===== src/hw/rtl/crc8cfr_pkg.sv =====
// Shared types, constants and functions of the CRC-8 checked frame receiver.
package crc8cfr_pkg;

  localparam int unsigned MaxFrameLength = 32;

  localparam int unsigned PosW    = 5;
  localparam int unsigned ByteW   = 8;
  localparam int unsigned CfgIdxW = 1;

  localparam logic [PosW-1:0] MinLen = PosW'(3);
  localparam logic [PosW-1:0] TopLen =
    (MaxFrameLength < 31) ? PosW'(MaxFrameLength) : PosW'(31);

  localparam logic [PosW-1:0] IdentLenRst = PosW'(6);
  localparam logic [PosW-1:0] DataLenRst  = PosW'(25);

  localparam logic [ByteW-1:0] StartByte = 8'h52;
  localparam logic [ByteW-1:0] TypeIdent = 8'h69;
  localparam logic [ByteW-1:0] TypeData  = 8'h64;
  localparam logic [ByteW-1:0] CrcPoly   = 8'h8C;

  typedef enum logic [2:0] {
    ST_PROGRESS  = 3'd0,
    ST_GOOD      = 3'd1,
    ST_BAD_START = 3'd2,
    ST_BAD_TYPE  = 3'd3,
    ST_BAD_CRC   = 3'd4
  } status_t;

  typedef enum logic [1:0] {
    KIND_NONE  = 2'd0,
    KIND_IDENT = 2'd1,
    KIND_DATA  = 2'd2
  } kind_t;

  typedef enum logic [CfgIdxW-1:0] {
    CFG_IDENT_LEN = 1'b0,
    CFG_DATA_LEN  = 1'b1
  } cfg_idx_t;

  typedef struct packed {
    status_t          status;
    kind_t            kind;
    logic [PosW-1:0]  pos;
    logic [ByteW-1:0] data;
    logic             frame_end;
  } result_t;

  function automatic logic [ByteW-1:0] crc8_step(input logic [ByteW-1:0] crc,
                                                 input logic [ByteW-1:0] b);
    logic [ByteW-1:0] c;
    c = crc ^ b;
    for (int i = 0; i < ByteW; i++) begin
      c = c[0] ? ((c >> 1) ^ CrcPoly) : (c >> 1);
    end
    return c;
  endfunction

  function automatic logic [PosW-1:0] clamp_len(input logic [PosW-1:0] len);
    logic [PosW-1:0] l;
    l = (len < MinLen) ? MinLen : len;
    l = (l > TopLen) ? TopLen : l;
    return l;
  endfunction

endpackage


===== src/hw/rtl/crc8cfr_parser.sv =====
// Frame delimiting state, length registers and CRC check for one byte per cycle while accept is high.
module crc8cfr_parser (
  input  logic                           clk,
  input  logic                           rst_n,
  input  logic                           accept,
  input  logic [crc8cfr_pkg::ByteW-1:0]  rx_byte,
  input  logic                           cfg_we,
  input  logic [crc8cfr_pkg::CfgIdxW-1:0] cfg_index,
  input  logic [crc8cfr_pkg::PosW-1:0]   cfg_wdata,
  output crc8cfr_pkg::result_t           result
);
  import crc8cfr_pkg::*;

  logic [PosW-1:0]  ident_len_r, data_len_r;
  logic [PosW-1:0]  count_r, count_nxt;
  logic             start_ok_r, start_ok_nxt;
  kind_t            kind_r, kind_nxt;
  logic [PosW-1:0]  exp_len_r, exp_len_nxt;
  logic [ByteW-1:0] crc_r, crc_nxt;
  logic [PosW:0]    pos_inc;

  assign pos_inc = {1'b0, count_r} + (PosW+1)'(1);

  always_comb begin
    result.status    = ST_PROGRESS;
    result.kind      = KIND_NONE;
    result.pos       = count_r;
    result.data      = rx_byte;
    result.frame_end = 1'b0;
    count_nxt    = count_r;
    start_ok_nxt = start_ok_r;
    kind_nxt     = kind_r;
    exp_len_nxt  = exp_len_r;
    crc_nxt      = crc_r;
    if (count_r == PosW'(0)) begin
      start_ok_nxt = (rx_byte == StartByte);
      count_nxt    = PosW'(1);
    end else if (count_r == PosW'(1)) begin
      if (!start_ok_r) begin
        result.status    = ST_BAD_START;
        result.frame_end = 1'b1;
      end else if (rx_byte == TypeIdent || rx_byte == TypeData) begin
        kind_nxt    = (rx_byte == TypeIdent) ? KIND_IDENT : KIND_DATA;
        exp_len_nxt = clamp_len((rx_byte == TypeIdent) ? ident_len_r : data_len_r);
        crc_nxt     = crc8_step('0, rx_byte);
        result.kind = kind_nxt;
        count_nxt   = PosW'(2);
      end else begin
        result.status    = ST_BAD_TYPE;
        result.frame_end = 1'b1;
      end
    end else begin
      result.kind = kind_r;
      if (pos_inc >= {1'b0, exp_len_r}) begin
        result.status    = (crc_r == rx_byte) ? ST_GOOD : ST_BAD_CRC;
        result.frame_end = 1'b1;
      end else begin
        crc_nxt   = crc8_step(crc_r, rx_byte);
        count_nxt = pos_inc[PosW-1:0];
      end
    end
    if (result.frame_end) begin
      count_nxt    = '0;
      start_ok_nxt = 1'b0;
      kind_nxt     = KIND_NONE;
      exp_len_nxt  = '0;
      crc_nxt      = '0;
    end
  end

  always_ff @(posedge clk) begin
    if (!rst_n) begin
      ident_len_r <= IdentLenRst;
      data_len_r  <= DataLenRst;
      count_r     <= '0;
      start_ok_r  <= 1'b0;
      kind_r      <= KIND_NONE;
      exp_len_r   <= '0;
      crc_r       <= '0;
    end else begin
      if (cfg_we) begin
        case (cfg_idx_t'(cfg_index))
          CFG_IDENT_LEN: ident_len_r <= cfg_wdata;
          CFG_DATA_LEN:  data_len_r  <= cfg_wdata;
          default: ;
        endcase
      end
      if (accept) begin
        count_r    <= count_nxt;
        start_ok_r <= start_ok_nxt;
        kind_r     <= kind_nxt;
        exp_len_r  <= exp_len_nxt;
        crc_r      <= crc_nxt;
      end
    end
  end

endmodule


===== src/hw/rtl/crc8cfr_out_buf.sv =====
// Two-entry result register with skid slot between the parser and the output channel.
module crc8cfr_out_buf (
  input  logic                 clk,
  input  logic                 rst_n,
  input  logic                 push,
  input  crc8cfr_pkg::result_t push_data,
  output logic                 full,
  output logic                 out_valid,
  input  logic                 out_stall,
  output crc8cfr_pkg::result_t out_data
);
  import crc8cfr_pkg::*;

  logic    main_valid_r, main_valid_nxt;
  logic    skid_valid_r, skid_valid_nxt;
  result_t main_r, main_nxt;
  result_t skid_r, skid_nxt;
  logic    take;

  assign take      = main_valid_r && !out_stall;
  assign full      = skid_valid_r;
  assign out_valid = main_valid_r;
  assign out_data  = main_r;

  always_comb begin
    main_valid_nxt = main_valid_r;
    skid_valid_nxt = skid_valid_r;
    main_nxt       = main_r;
    skid_nxt       = skid_r;
    if (take) begin
      if (skid_valid_r) begin
        main_nxt       = skid_r;
        skid_valid_nxt = 1'b0;
      end else if (push) begin
        main_nxt = push_data;
      end else begin
        main_valid_nxt = 1'b0;
      end
    end else if (push) begin
      if (!main_valid_r) begin
        main_nxt       = push_data;
        main_valid_nxt = 1'b1;
      end else begin
        skid_nxt       = push_data;
        skid_valid_nxt = 1'b1;
      end
    end
  end

  always_ff @(posedge clk) begin
    if (!rst_n) begin
      main_valid_r <= 1'b0;
      skid_valid_r <= 1'b0;
    end else begin
      main_valid_r <= main_valid_nxt;
      skid_valid_r <= skid_valid_nxt;
    end
    main_r <= main_nxt;
    skid_r <= skid_nxt;
  end

endmodule


===== src/hw/rtl/crc8_checked_frame_receiver.sv =====
// Top level of the CRC-8 checked reply-frame receiver.
// One received byte per transaction, one result per byte. A byte is checked and
// its result registered in the cycle it is accepted, so a byte can be taken on every
// clock; results leave the output register in the order taken. A two-entry output
// register lets one more byte in while a result waits; the input stalls only when both
// entries hold results. Frames start with 'R', then 'i' (ident) or 'd' (data); the
// last byte is a reflected CRC-8 (poly 0x8C, init 0) over the type and payload bytes.
// Lengths are set through cfg index 0 (ident) and 1 (data); write them only when idle.
module crc8_checked_frame_receiver (
  input  logic                            clk,
  input  logic                            rst_n,
  input  logic                            in_valid,
  output logic                            in_stall,
  input  logic [crc8cfr_pkg::ByteW-1:0]   in_rx_byte,
  output logic                            out_valid,
  input  logic                            out_stall,
  output logic [2:0]                      out_frame_status,
  output logic [1:0]                      out_frame_kind,
  output logic [crc8cfr_pkg::PosW-1:0]    out_byte_position,
  output logic [crc8cfr_pkg::ByteW-1:0]   out_echo_byte,
  output logic                            out_frame_end,
  input  logic                            cfg_we,
  input  logic [crc8cfr_pkg::CfgIdxW-1:0] cfg_index,
  input  logic [crc8cfr_pkg::PosW-1:0]    cfg_wdata
);
  import crc8cfr_pkg::*;

  logic    accept;
  logic    buf_full;
  result_t parse_res;
  result_t out_res;

  assign in_stall = buf_full;
  assign accept   = in_valid && !buf_full;

  crc8cfr_parser u_parser (
    .clk       (clk),
    .rst_n     (rst_n),
    .accept    (accept),
    .rx_byte   (in_rx_byte),
    .cfg_we    (cfg_we),
    .cfg_index (cfg_index),
    .cfg_wdata (cfg_wdata),
    .result    (parse_res)
  );

  crc8cfr_out_buf u_out_buf (
    .clk       (clk),
    .rst_n     (rst_n),
    .push      (accept),
    .push_data (parse_res),
    .full      (buf_full),
    .out_valid (out_valid),
    .out_stall (out_stall),
    .out_data  (out_res)
  );

  assign out_frame_status  = out_res.status;
  assign out_frame_kind    = out_res.kind;
  assign out_byte_position = out_res.pos;
  assign out_echo_byte     = out_res.data;
  assign out_frame_end     = out_res.frame_end;

`ifndef SYNTHESIS
  a_stall_needs_result: assert property (@(posedge clk) disable iff (!rst_n)
    in_stall |-> out_valid)
    else $error("input stalled with no result held");

  a_end_has_status: assert property (@(posedge clk) disable iff (!rst_n)
    (out_valid && out_frame_end) |-> (out_frame_status != ST_PROGRESS))
    else $error("frame end reported while in progress");

  a_kind_known_late: assert property (@(posedge clk) disable iff (!rst_n)
    (out_valid && out_byte_position > 5'd1) |-> (out_frame_kind != KIND_NONE))
    else $error("byte past type position without a frame kind");

  a_restart_after_end: assert property (@(posedge clk) disable iff (!rst_n)
    (accept && parse_res.frame_end) |=> (parse_res.pos == '0))
    else $error("position not cleared after frame end");
`endif

endmodule


===== config.mk =====
export PLATFORM = sky130hd
export DESIGN_NAME = crc8_checked_frame_receiver
export DESIGN_NICKNAME = d
export VERILOG_FILES = /design/src/hw/rtl/crc8cfr_pkg.sv /design/src/hw/rtl/crc8cfr_parser.sv /design/src/hw/rtl/crc8cfr_out_buf.sv /design/src/hw/rtl/crc8_checked_frame_receiver.sv
export SDC_FILE = /design/constraint.sdc
export NUM_CORES = 1
export LEC_CHECK = 0
export BUFFER_PORTS_ARGS = -buffer_cell sky130_fd_sc_hd__buf_4
export CORE_MARGIN = 2
export CORE_UTILIZATION = 50
export CTS_BUF_LIST = sky130_fd_sc_hd__clkbuf_16
export CTS_CLUSTER_DIAMETER = 150
export DETAILED_ROUTE_END_ITERATION = 10
export HOLD_SLACK_MARGIN = 0.02
export PLACE_DENSITY = 0.72
export SLEW_MARGIN = 20
export SYNTH_ARGS = -nofsm -noshare
export SYNTH_HDL_FRONTEND = slang
export SYNTH_SLANG_ARGS = --single-unit

===== constraint.sdc =====
create_clock -name clk -period 2.4 [get_ports clk]
set_clock_uncertainty 0.05 [all_clocks]
set_input_delay 0.12 -clock clk [delete_from_list [all_inputs] [get_ports clk]]
set_output_delay 0.12 -clock clk [all_outputs]
set_load 0.03 [all_outputs]

== Word-level counts from Yosys, hierarchy flattened ==
Index checks and enable logic that the tools add are counted.

* Add/subtract/negate cells: 1
* Order comparisons: 3
* Equal/unequal tests: 15
* Muxes and demuxes: 66
* Bitwise gates (word level): 20
* Reductions and logical operators: 23

{| class="wikitable"
|+ Operators by type and width
! operator !! number
|-
| $mux W8 || 22
|-
| $mux W19 || 5
|-
| $mux W5 || 16
|-
| $not A2 Y3 || 16
|-
| $eq A8 B7 Y1 const B || 3
|-
| $mux W2 || 9
|-
| $reduce_bool A2 Y1 || 6
|-
| $mux W1 || 11
|-
| $reduce_and A5 Y1 || 2
|-
| $mux W3 || 3
|-
| $reduce_and A3 Y1 || 3
|-
| $eq A8 B8 Y1 || 1
|-
| $ne A4 B1 Y1 const B || 2
|-
| $reduce_and A2 Y1 || 4
|-
| $xor A8 B8 Y8 || 1
|-
| $add A5 B1 Y6 const B || 1
|-
| $ge A6 B5 Y1 || 1
|-
| $ne A2 B2 Y1 const B || 3
|-
| $ne A3 B1 Y1 const B || 2
|-
| $eq A5 B1 Y1 const B || 1
|-
| $gt A5 B5 Y1 const B || 1
|-
| $logic_not A5 Y1 || 1
|-
| $lt A5 B2 Y1 const B || 1
|-
| $ne A4 B2 Y1 const B || 1
|-
| other kinds (8) || 12
|}

* Register bits: 71
* Bits of input ports: 19
* Output and inout port bits: 21
* Word-level logic and storage cells: 147

== Logic depth before layout (Yosys ltp) ==
Gate-level depths: netlist (run 1).

* Depth after elaboration: 21
* Gate-level depth with buffers: 9

== Cells and area by module ==
From an unflattened synthesis (run 1), not the netlist that was laid out.

* Cells, all modules: 347
* Area total of the unflattened synthesis: 3711.1 µm²

{| class="wikitable"
|+ By module, submodules not included
! module !! times used !! cells an instance !! area an instance (µm²) !! seq. area each (µm²)
|-
| crc8cfr_parser || 1 || 276 || 2175.8 || 620.6
|-
| crc8cfr_out_buf || 1 || 70 || 1521.5 || 1181.1
|-
| crc8_checked_frame_receiver || 1 || 1 || 13.8 || 0.0
|}

== Worst setup path after synthesis (run 1) ==
No wires, ideal clock.

* Kind: register to register
* Start point: register u_parser.count_r[2]
* End point: register u_out_buf.main_r (netlist bit u_out_buf.out_data[0]) (data pin)
* Setup time: 256 ps
* Data arrival time: 2010 ps
* Setup slack: 84 ps
* Cell stages (with the launch flop): 10
* Path buffers: 1
* Clock period less this slack: 2316 ps
* Cell sequence: dfxtp_1 clkbuf_1 nand3_1 xnor2_1 ha_1 a21o_1 nand2_1 o211a_1 o21ai_4 a22o_1

{| class="wikitable"
|+ RTL lines
! element !! RTL line !! source
|-
| from (decl) || crc8cfr_parser.sv:15 || <nowiki>logic [PosW-1:0] count_r, count_nxt;</nowiki>
|-
| from (signal assigned) || crc8cfr_parser.sv:89 || <nowiki>count_r <= count_nxt;</nowiki>
|-
| to (signal assigned) || crc8cfr_out_buf.sv:58 || <nowiki>main_r <= main_nxt;</nowiki>
|-
| to (decl) || crc8cfr_out_buf.sv:16 || <nowiki>result_t main_r, main_nxt;</nowiki>
|}

== Worst setup path after layout (run 1) ==
* Start point: register u_parser.count_r[0]
* End point: register u_parser.crc_r[4]

* Cells in the longest elaborated chain, start to end: 7
* Elaborated cells on any way between the ends: 15

{| class="wikitable"
|+ Ends and longest elaborated chain
! element !! RTL line !! source
|-
| $add A5 B1 Y6 || crc8cfr_parser.sv:22 || <nowiki>assign pos_inc = {1'b0, count_r} + (PosW+1)'(1);</nowiki>
|-
| $ge A6 B5 Y1 || crc8cfr_parser.sv:54 || <nowiki>if (pos_inc >= {1'b0, exp_len_r}) begin</nowiki>
|-
| $mux W1 || crc8cfr_parser.sv:54 ||
|-
| $mux W1 || crc8cfr_parser.sv:38 || <nowiki>end else if (count_r == PosW'(1)) begin</nowiki>
|-
| $mux W1 || crc8cfr_parser.sv:35 || <nowiki>if (count_r == PosW'(0)) begin</nowiki>
|-
| $ne A3 B1 Y1 (no line) (tied with other cells) || -- ||
|-
| $reduce_and A5 Y1 (no line) || -- ||
|-
| to (signal assigned) || crc8cfr_parser.sv:93 || <nowiki>crc_r <= crc_nxt;</nowiki>
|-
| to (decl) || crc8cfr_parser.sv:19 || <nowiki>logic [ByteW-1:0] crc_r, crc_nxt;</nowiki>
|}

Parallel ways exist; a longest one is shown, timed or not. The select of a mux whose other input is x is not followed.
A chain may end at the register's enable or synchronous reset.

==> results.sh, run 1 <==
export IMPL_avgRoutedWirePerCell_um=14.8
export IMPL_fin_util_pct=64.0
export IMPL_crit_arrival_ns=2.54
export IMPL_synth_top_area_cell="edfxtp_1"
export IMPL_core_mm2=0.00721
export IMPL_clock_fmax_mhz=427
export IMPL_grt_start_max_net_pins=20
export IMPL_hold_viol=0
export IMPL_avgSynthCellArea_um2=10.5
export IMPL_via_per_inst=5.41
export IMPL_start_util_pct=51.6
export IMPL_dp_cells=486
export IMPL_clock_latency_ns=0.33
export IMPL_htree_levels=3
export IMPL_die_width_um=90.3
export IMPL_fin_setup_tns_ns=0
export IMPL_r2r_cells=9
export IMPL_final_period_utilization_pct=97.6
export IMPL_cts_sinks=71
export IMPL_netlist_area_mm2=0.00372
export IMPL_final_nets=438
export IMPL_syn_nets=383
export IMPL_port_buffers=39
export IMPL_die_h_um=90.3
export IMPL_fp_row_count=31
export IMPL_cp_max_fo=7
export IMPL_critPathLaunchType="flop"
export IMPL_netlist_cell_type_count=58
export IMPL_busiest_layer="met2"
export IMPL_gp_congestion=0.859
export IMPL_hpwl_um=5430
export IMPL_drt_iter0_drc=165
export IMPL_wl_um=7640
export IMPL_grt_pass1_wl_um=12800
export IMPL_synth_edf_count=38
export IMPL_worst_setup_path_end_kind="flop"
export IMPL_holdWs_ns=0.0305
export IMPL_slew_headroom_pct=61.1
export IMPL_drc=0
export IMPL_fin_cells=515
export IMPL_io_pins=40
export IMPL_status="finished, final reports clean"
export IMPL_drv_cap=0
export IMPL_yosys_top_cells_count="nand2_1 (63), edfxtp_1 (38), dfxtp_1 (33), a21oi_1 (24), xnor2_1 (18)"
export IMPL_synth_most_common_cell="nand2_1"
export IMPL_grtUsageMet1_pct=25.9
export IMPL_antenna_found_initial=0
export IMPL_ys_warn_count=0
export IMPL_synth_flop_cell="edfxtp_1"
export IMPL_ir_worst_vdd_v=0.000457
export IMPL_leakagePower_uw=0.00181
export IMPL_synth_top_area_share_pct=30.7
export IMPL_yosys_top_cells_area="edfxtp_1 (31%), dfxtp_1 (18%), nand2_1 (6.4%)"
export IMPL_hold_depth=2
export IMPL_hp_class="in -> reg"
export IMPL_clk_pin_slew_ns=0.05
export IMPL_fin_ws_ns=0.0574
export IMPL_ys_seq_area_share_pct=48.4
export IMPL_grt_use_met2_pct=31.7
export IMPL_post_place_ws_ns=0.0150
export IMPL_insertedDiodeCount=0
export IMPL_vias=2786
export IMPL_worstPathRequired_ns=2.60
export IMPL_rsz0062_at_grt="true"
export IMPL_tightest_slew_ns=0.581
export IMPL_min_period_ns=2.34
export IMPL_crit_type="reg -> reg"
export IMPL_area_growth_syn_to_layout_pct=24.1
export IMPL_met3_usage_pct=3.51
export IMPL_track_usage_pct=19.4
export IMPL_ant_nets=0
export IMPL_maxSlewViolCount=0
export IMPL_syn_inst=356
export IMPL_die_area_mm2=0.00815
export IMPL_synthArstFlopShare_pct=0
export IMPL_grt_pass1_vias=2684
export IMPL_ys_ff_latch=71
export IMPL_setup_viol=0
export IMPL_ctsLongestPathBuffers=2
export IMPL_tritoncts="done"
export IMPL_gr_total_overflow=0
export IMPL_cts_buffers=9
export IMPL_nFillCells=582
export IMPL_cts_root_buf="clkbuf_16"
export IMPL_drive_above_1_share_pct=21.2
export IMPL_first_pass_iters=5
export IMPL_p_per_area_mw_per_mm2=735
-- power by group --
part	switching [uW]	internal, uW
Sequential	29.3	1340
Clock	486	1010
Combinational	295	238
Total	810	2590
-- flip-flops by register name, indices dropped and copies added (netlist names) --
register / count
u_parser.crc_r: 8
u_out_buf.out_valid: 1
u_out_buf.skid_r: 19
u_out_buf.out_data: 19
u_parser.kind_r: 2
u_out_buf.full: 1
u_parser.exp_len_r: 5
u_parser.data_len_r: 5
u_parser.count_r: 5
u_parser.ident_len_r: 5
u_parser.start_ok_r: 1
-- worst max-delay path, cell delays in order (launching register included) --
cell,delay (ns)
dfxtp_2,0.39
inv_1,0.11
ha_1,0.33
ha_1,0.30
a21oi_1,0.17
o211ai_1,0.20
buf_4,0.18
buf_4,0.13
a211o_1,0.28
a21oi_1,0.11
-- final timing paths --
path / start / end / slack (ns)
max reg2reg: u_parser.count_r[0] / u_parser.crc_r[4] / 0.06
max: u_parser.count_r[0] / u_parser.crc_r[4] / 0.06
min reg2reg: u_parser.data_len_r[1] / u_parser.data_len_r[1] / 0.40
min: rst_n / u_parser.ident_len_r[1] / 0.03
-- per-stage QoR --
step / total power (uW) / cell area [um2]
after CTS: 3410 / 4610
after detailed placement: 1900 / 4140
final: 3400 / 4620
after global placement: 1890 / 4140
after floorplan: 1750 / 3720
after global routing: 3520 / 4620
-- area by class of cell --
type	count	area, um2	area share (%)
clock buffer	9	225	4.88
clock inverter	7	113	2.44
inverter	9	33.8	0.732
multi-input combinational	253	1790	38.7
tap	99	124	2.68
sequential	71	1800	39.1
timing repair buffer	67	533	11.5
-- repair_timing --
| action | CTS | global route |
|---|---|---|
| pin swaps | 1 | 1 |
| hold buffers | 12 | 0 |
| endpoints found under the hold margin | 17 | 0 |
| endpoints found under the setup margin | 1 | 10 |
| gates resized for setup | 1 | 2 |
| buffers inserted | 1 | 0 |
-- layout by cell type (no fill, tap or decap), types with 5 or more instances in the layout --
cell	instances
ha_1	8
o211ai_1	5
edfxtp_1	38
xnor3_1	5
dlygate4sd3_1	12
mux2i_1	9
nor3_1	6
nor2_1	14
o31ai_1	7
xnor2_1	18
clkbuf_16	9
buf_4	55
nand3_1	17
a21oi_1	23
nand2_1	63
inv_1	9
nand4_1	5
o21ai_0	8
dfxtp_1	31
-- layer usage --
layer / up-vias / wire length (um)
li1: 1390 / -
met1: 1331 / 3530
met2: 58 / 3800
met3: 7 / 248
met4: 0 / 63
met5: - / 0
-- cell families (layout without fill, tap and decap cells) --
group / count (synthesis) / count (layout) / synth area share (%)
XOR/XNOR: 32 / 32 / 11.0
flip-flops: 71 / 71 / 48.4
AND/OR/NAND/NOR: 133 / 133 / 18.0
AO/OA/AOI/OAI: 68 / 68 / 12.7
buffers and inverters: 32 / 92 / 3.90
multiplexers: 12 / 12 / 3.33
adder cells (fa/ha/maj): 8 / 8 / 2.69
Note: power is estimated with default switching activity, not from simulation.
==> run 2: changes to the inputs <==
--- a/config.mk
+++ b/config.mk
@@ -6,6 +6,7 @@
 export NUM_CORES = 1
 export LEC_CHECK = 0
 export BUFFER_PORTS_ARGS = -buffer_cell sky130_fd_sc_hd__buf_4
+export CORE_ASPECT_RATIO = 1.75
 export CORE_MARGIN = 2
 export CORE_UTILIZATION = 50
 export CTS_BUF_LIST = sky130_fd_sc_hd__clkbuf_16
==> results.sh, run 2 (synthesis gave the netlist of run 1 again) <==
export IMPL_avgRoutedWirePerCell_um=16.0
export IMPL_slew_headroom_pct=59.5
export IMPL_status="finished, final reports clean"
export IMPL_crit_family="compound AO/OA/AOI/OAI gates"
export IMPL_clockPowerShare_pct=37.6
export IMPL_post_place_ws_ns=-0.0113
export IMPL_drt_iter0_drc=234
export IMPL_cell_internal_pwr_uw=2260
export IMPL_wl_um=8070
export IMPL_ir_worst_vdd_v=0.000456
export IMPL_insertedDiodeCount=0
export IMPL_clk_pin_slew_ns=0.05
export IMPL_track_usage_pct=20.9
export IMPL_hp_class="in -> reg"
export IMPL_critPathLaunchType="flop"
export IMPL_fp_row_count=41
export IMPL_maxSlewViolCount=0
export IMPL_rsz0062_at_grt="true"
export IMPL_die_area_mm2=0.00818
export IMPL_tightest_slew_ns=0.607
export IMPL_fin_ws_ns=0.128
export IMPL_p_switching_uw=792
export IMPL_cts_root_buf="clkbuf_16"
export IMPL_ctsLongestPathBuffers=2
export IMPL_die_width_um=69.2
export IMPL_crit_arrival_ns=2.44
export IMPL_drive_above_1_share_pct=20.6
export IMPL_port_buffers=39
export IMPL_p_seq_share_pct=44.9
export IMPL_path_cells="inv_1, ha_1, ha_1, a21oi_1, o211a_1, buf_4, nand3_1, a221oi_1"
export IMPL_fin_setup_tns_ns=0
export IMPL_cts_buffers=9
export IMPL_cp_max_fo=7
export IMPL_dp_cells=473
export IMPL_drv_cap=0
export IMPL_grt_pass1_vias=2795
export IMPL_min_period_ns=2.27
export IMPL_setup_viol=0
export IMPL_hold_viol=0
export IMPL_grt_start_max_net_pins=21
export IMPL_antenna_found_initial=0
export IMPL_die_h_um=118
export IMPL_crit_top_cell="ha_1"
export IMPL_htree_levels=3
export IMPL_fin_cells=504
export IMPL_via_per_inst=5.55
export IMPL_holdWs_ns=0.0316
export IMPL_clock_latency_ns=0.33
export IMPL_core_mm2=0.00723
export IMPL_gp_congestion=0.904
export IMPL_final_period_utilization_pct=94.7
export IMPL_start_util_pct=51.4
export IMPL_leakagePower_uw=0.00179
export IMPL_rrSetupSlack_ns=0.13
export IMPL_worst_setup_path_end_kind="flop"
export IMPL_cp_slowest_cell="dfxtp_2"
export IMPL_layout_commonest_cell="nand2_1"
export IMPL_worst_path_largest_cell_delay_ns=0.39
export IMPL_tritoncts="done"
export IMPL_io_pins=40
export IMPL_cts_sinks=71
export IMPL_post_cts_buffers=0
export IMPL_gr_total_overflow=0
export IMPL_worstPathRequired_ns=2.56
export IMPL_cp_num_buf_inv=2
export IMPL_p_per_area_mw_per_mm2=670
export IMPL_final_nets=440
export IMPL_drc=0
export IMPL_first_pass_iters=4
export IMPL_hpwl_um=5830
export IMPL_crit_type="reg -> reg"
export IMPL_vias=2797
export IMPL_ant_nets=0
export IMPL_clock_fmax_mhz=440
export IMPL_power_uw=3060
export IMPL_switching_share_pct=25.9
export IMPL_layout_common_cells="nand2_1 (63), buf_4 (53), edfxtp_1 (38), dfxtp_1 (30), a21oi_1 (23)"
export IMPL_power_frac_comb_pct=17.6
export IMPL_area_growth_syn_to_layout_pct=22.6
export IMPL_grt_pass1_wl_um=13500
[run 2: per-layer routing]
metal	global-route usage [%]	wire length (um)	up-vias
li1	-	-	1396
met1	22.1	3050	1322
met2	38.7	4550	66
met3	4.02	299	13
met4	9.93	162	0
met5	0	0	-
[run 2: final cells by class]
cell class	count	area [um2]
clock buffers	9	225
clock inverters	7	35.0
fillers	581	2670
inverters	9	33.8
multi-input cells	253	1790
flip-flops and latches	71	1810
well taps	86	108
repair buffers	69	568
[run 2: stage by stage]
stage	instance area (um2)	util (%)
after detailed placement	4140	57.2
after global routing	4560	63.1
final	4560	63.1
after CTS	4550	62.9
after global placement	4140	57.2
after floorplan	3720	-
[run 2: worst reg2reg max path: cells and delay by family (launching register included)]
| kind | cells | cell delay (ns) |
|---|---|---|
| AO/OA/AOI/OAI | 3 | 0.73 |
| AND/OR/NAND/NOR | 1 | 0.07 |
| buffers and inverters | 2 | 0.27 |
| adder cells (fa/ha/maj) | 2 | 0.65 |
| flip-flops | 1 | 0.39 |
[run 2: repair_timing]
item	CTS	global route
endpoints found under the setup margin	1	7
pin swaps	0	1
hold buffers	15	0
gates cloned	0	0
resized for setup	1	3
endpoints found under the hold margin	17	0
[run 2: power by group through the flow]
stage | clock, uW | sequential [uW] | combinational [uW]
final | 1150 | 1370 | 537
after floorplan | 0 | 1440 | 302
after CTS | 1180 | 1370 | 535
after detailed placement | 0 | 1400 | 514
after global routing | 1240 | 1380 | 581
after global placement | 0 | 1390 | 503
[run 2: worst paths after layout]
| path | from | end | cells past startpoint |
|---|---|---|---|
| worst max-delay path | u_parser.count_r[0] | u_parser.count_r[0] | 8 |
| worst min-delay path | in_rx_byte[2] | u_out_buf.skid_r[3] | 1 |
| worst max register to register | u_parser.count_r[0] | u_parser.count_r[0] | 8 |
| worst min register to register | u_parser.data_len_r[1] | u_parser.data_len_r[1] | 2 |
==> run 3: changes to the inputs <==
--- a/config.mk
+++ b/config.mk
@@ -7,7 +7,6 @@
 export LEC_CHECK = 0
 export BUFFER_PORTS_ARGS = -buffer_cell sky130_fd_sc_hd__buf_4
 export CORE_ASPECT_RATIO = 1.75
-export CORE_MARGIN = 2
 export CORE_UTILIZATION = 50
 export CTS_BUF_LIST = sky130_fd_sc_hd__clkbuf_16
 export CTS_CLUSTER_DIAMETER = 150
==> results.sh, run 3 (synthesis gave the netlist of run 1 again) <==
export IMPL_hold_depth=2
export IMPL_track_usage_pct=22.3
export IMPL_final_nets=438
export IMPL_grt_pass1_vias=2747
export IMPL_drt_iter0_drc=189
export IMPL_grt_start_max_net_pins=20
export IMPL_htree_levels=3
export IMPL_clk_pin_slew_ns=0.05
export IMPL_io_pins=40
export IMPL_cp_num_buf_inv=0
export IMPL_leakagePower_uw=0.00182
export IMPL_antenna_found_initial=0
export IMPL_worst_path_largest_cell_delay_ns=0.38
export IMPL_crit_family="compound AO/OA/AOI/OAI gates"
export IMPL_p_seq_share_pct=43.7
export IMPL_gr_total_overflow=0
export IMPL_cp_depth=8
export IMPL_vias=2812
export IMPL_cts_root_buf="clkbuf_16"
export IMPL_r2r_end="u_out_buf.out_data[18]"
export IMPL_clock_fmax_mhz=440
export IMPL_fin_util_pct=63.9
export IMPL_drv_cap=0
export IMPL_die_width_um=67.2
export IMPL_ctsLongestPathBuffers=2
export IMPL_r2r_start="u_parser.count_r[0]"
export IMPL_cts_sinks=71
export IMPL_worstPathRequired_ns=2.50
export IMPL_p_switching_uw=780
export IMPL_die_area_mm2=0.00780
export IMPL_min_period_ns=2.27
export IMPL_hold_viol=0
export IMPL_start_util_pct=51.8
export IMPL_hpwl_um=5760
export IMPL_fp_row_count=41
export IMPL_crit_type="reg -> reg"
export IMPL_switching_share_pct=24.9
export IMPL_cell_internal_pwr_uw=2360
export IMPL_crit_top_cell="nand3_2"
export IMPL_avgRoutedWirePerCell_um=16.0
export IMPL_wl_um=8020
export IMPL_drc=0
export IMPL_layout_commonest_cell="nand2_1"
export IMPL_ir_worst_vdd_v=0.000410
export IMPL_power_frac_comb_pct=16.9
export IMPL_via_per_inst=5.60
export IMPL_die_h_um=116
export IMPL_fin_setup_tns_ns=0
export IMPL_gp_congestion=0.921
export IMPL_grt_pass1_wl_um=12900
export IMPL_grt_use_met2_pct=41.4
export IMPL_hold_end="u_parser.ident_len_r[1]"
export IMPL_tightest_slew_ns=0.607
export IMPL_crit_arrival_ns=2.37
export IMPL_first_pass_iters=4
export IMPL_maxSlewViolCount=0
export IMPL_critPathLaunchType="flop"
export IMPL_met3_usage_pct=5.37
export IMPL_path_cells="ha_4, nand3_2, xnor2_2, ha_1, nand3_2, o211ai_1, nand2_1, o41ai_2"
export IMPL_clockPowerShare_pct=39.4
export IMPL_setup_viol=0
export IMPL_r2r_cells=8
export IMPL_hp_class="in -> reg"
export IMPL_cts_buffers=9
export IMPL_worst_setup_path_end_kind="flop"
export IMPL_cp_max_fo=6
export IMPL_rrSetupSlack_ns=0.13
export IMPL_ant_nets=0
export IMPL_port_buffers=39
export IMPL_min_from="rst_n"
export IMPL_rsz0062_at_grt="false"
export IMPL_cp_slowest_cell="dfxtp_4"
export IMPL_drive_above_1_share_pct=22.1
export IMPL_tritoncts="done"
export IMPL_layout_common_cells="nand2_1 (63), buf_4 (56), edfxtp_1 (38), dfxtp_1 (30), a21oi_1 (23)"
export IMPL_grtUsageMet1_pct=23.7
export IMPL_area_growth_syn_to_layout_pct=23.3
export IMPL_slew_headroom_pct=59.5
export IMPL_p_per_area_mw_per_mm2=684
export IMPL_status="finished, final reports clean"
export IMPL_final_period_utilization_pct=94.6
export IMPL_insertedDiodeCount=0
export IMPL_core_mm2=0.00718
export IMPL_busiest_layer="met2"
export IMPL_clock_latency_ns=0.33
run 3: final cells by class:
type	instances	area, um2
fill	585	2590
clock buffer	9	225
inverter	9	33.8
tap	86	108
timing repair buffer	67	531
clock inverter	7	53.8
multi-input combinational	253	1830
sequential	71	1810
run 3: how the worst max path moves through the flow:
stage	from	end	slack, ns
6_report	u_parser.count_r[0]	u_out_buf.out_data[18]	0.13
5_1_grt	u_parser.count_r[0]	u_parser.exp_len_r[4]	0.01
4_1_cts	u_parser.count_r[0]	u_out_buf.out_data[18]	0.007
3_5_place_dp	u_parser.count_r[0]	u_out_buf.out_data[18]	0.01
3_3_place_gp	u_parser.count_r[0]	u_out_buf.out_data[18]	0.13
2_1_floorplan	u_parser.count_r[2]	u_out_buf.out_data[0]	0.08
run 3: timing repair:
action,4_1_cts,5_1_grt
endpoints found under the setup margin,0,22
setup buffers,0,1
resized for setup,0,13
hold buffers,11,0
hold endpoints to repair,16,0
run 3: stage by stage:
step	hold WS [ns]	instances	setup WS, ns	total power [uW]	cell area (um2)
after floorplan	0.169	356	0.0842	1750	3720
after global placement	0.299	474	0.134	1890	4130
after detailed placement	0.304	474	0.0141	1900	4130
after CTS	0.0300	501	0.00702	3150	4520
after global routing	0.0341	502	0.0128	3250	4590
final	0.0269	502	0.130	3140	4590
run 3: power groups by stage:
| stage | clock [uW] | combinational [uW] | sequential, uW |
|---|---|---|---|
| floorplan | 0 | 302 | 1440 |
| global placement | 0 | 496 | 1390 |
| detailed placement | 0 | 506 | 1400 |
| CTS | 1250 | 524 | 1370 |
| global route | 1300 | 579 | 1380 |
| finish | 1240 | 532 | 1370 |
run 3: routing by layer:
metal	share of wire [%]	wire length, um
met3	3.0	243
met1	38	3050
met5	0	0
met4	1.2	99
met2	58	4630
run 3: worst register-to-register path, delay by kind of cell (launching register included):
kind / cells / cell delay, ns
AOI/OAI and AO/OA: 2 / 0.70
xor gates and xnor gates: 1 / 0.15
adders and majority gates: 2 / 0.47
DFF: 1 / 0.38
and+or+nand+nor: 3 / 0.35
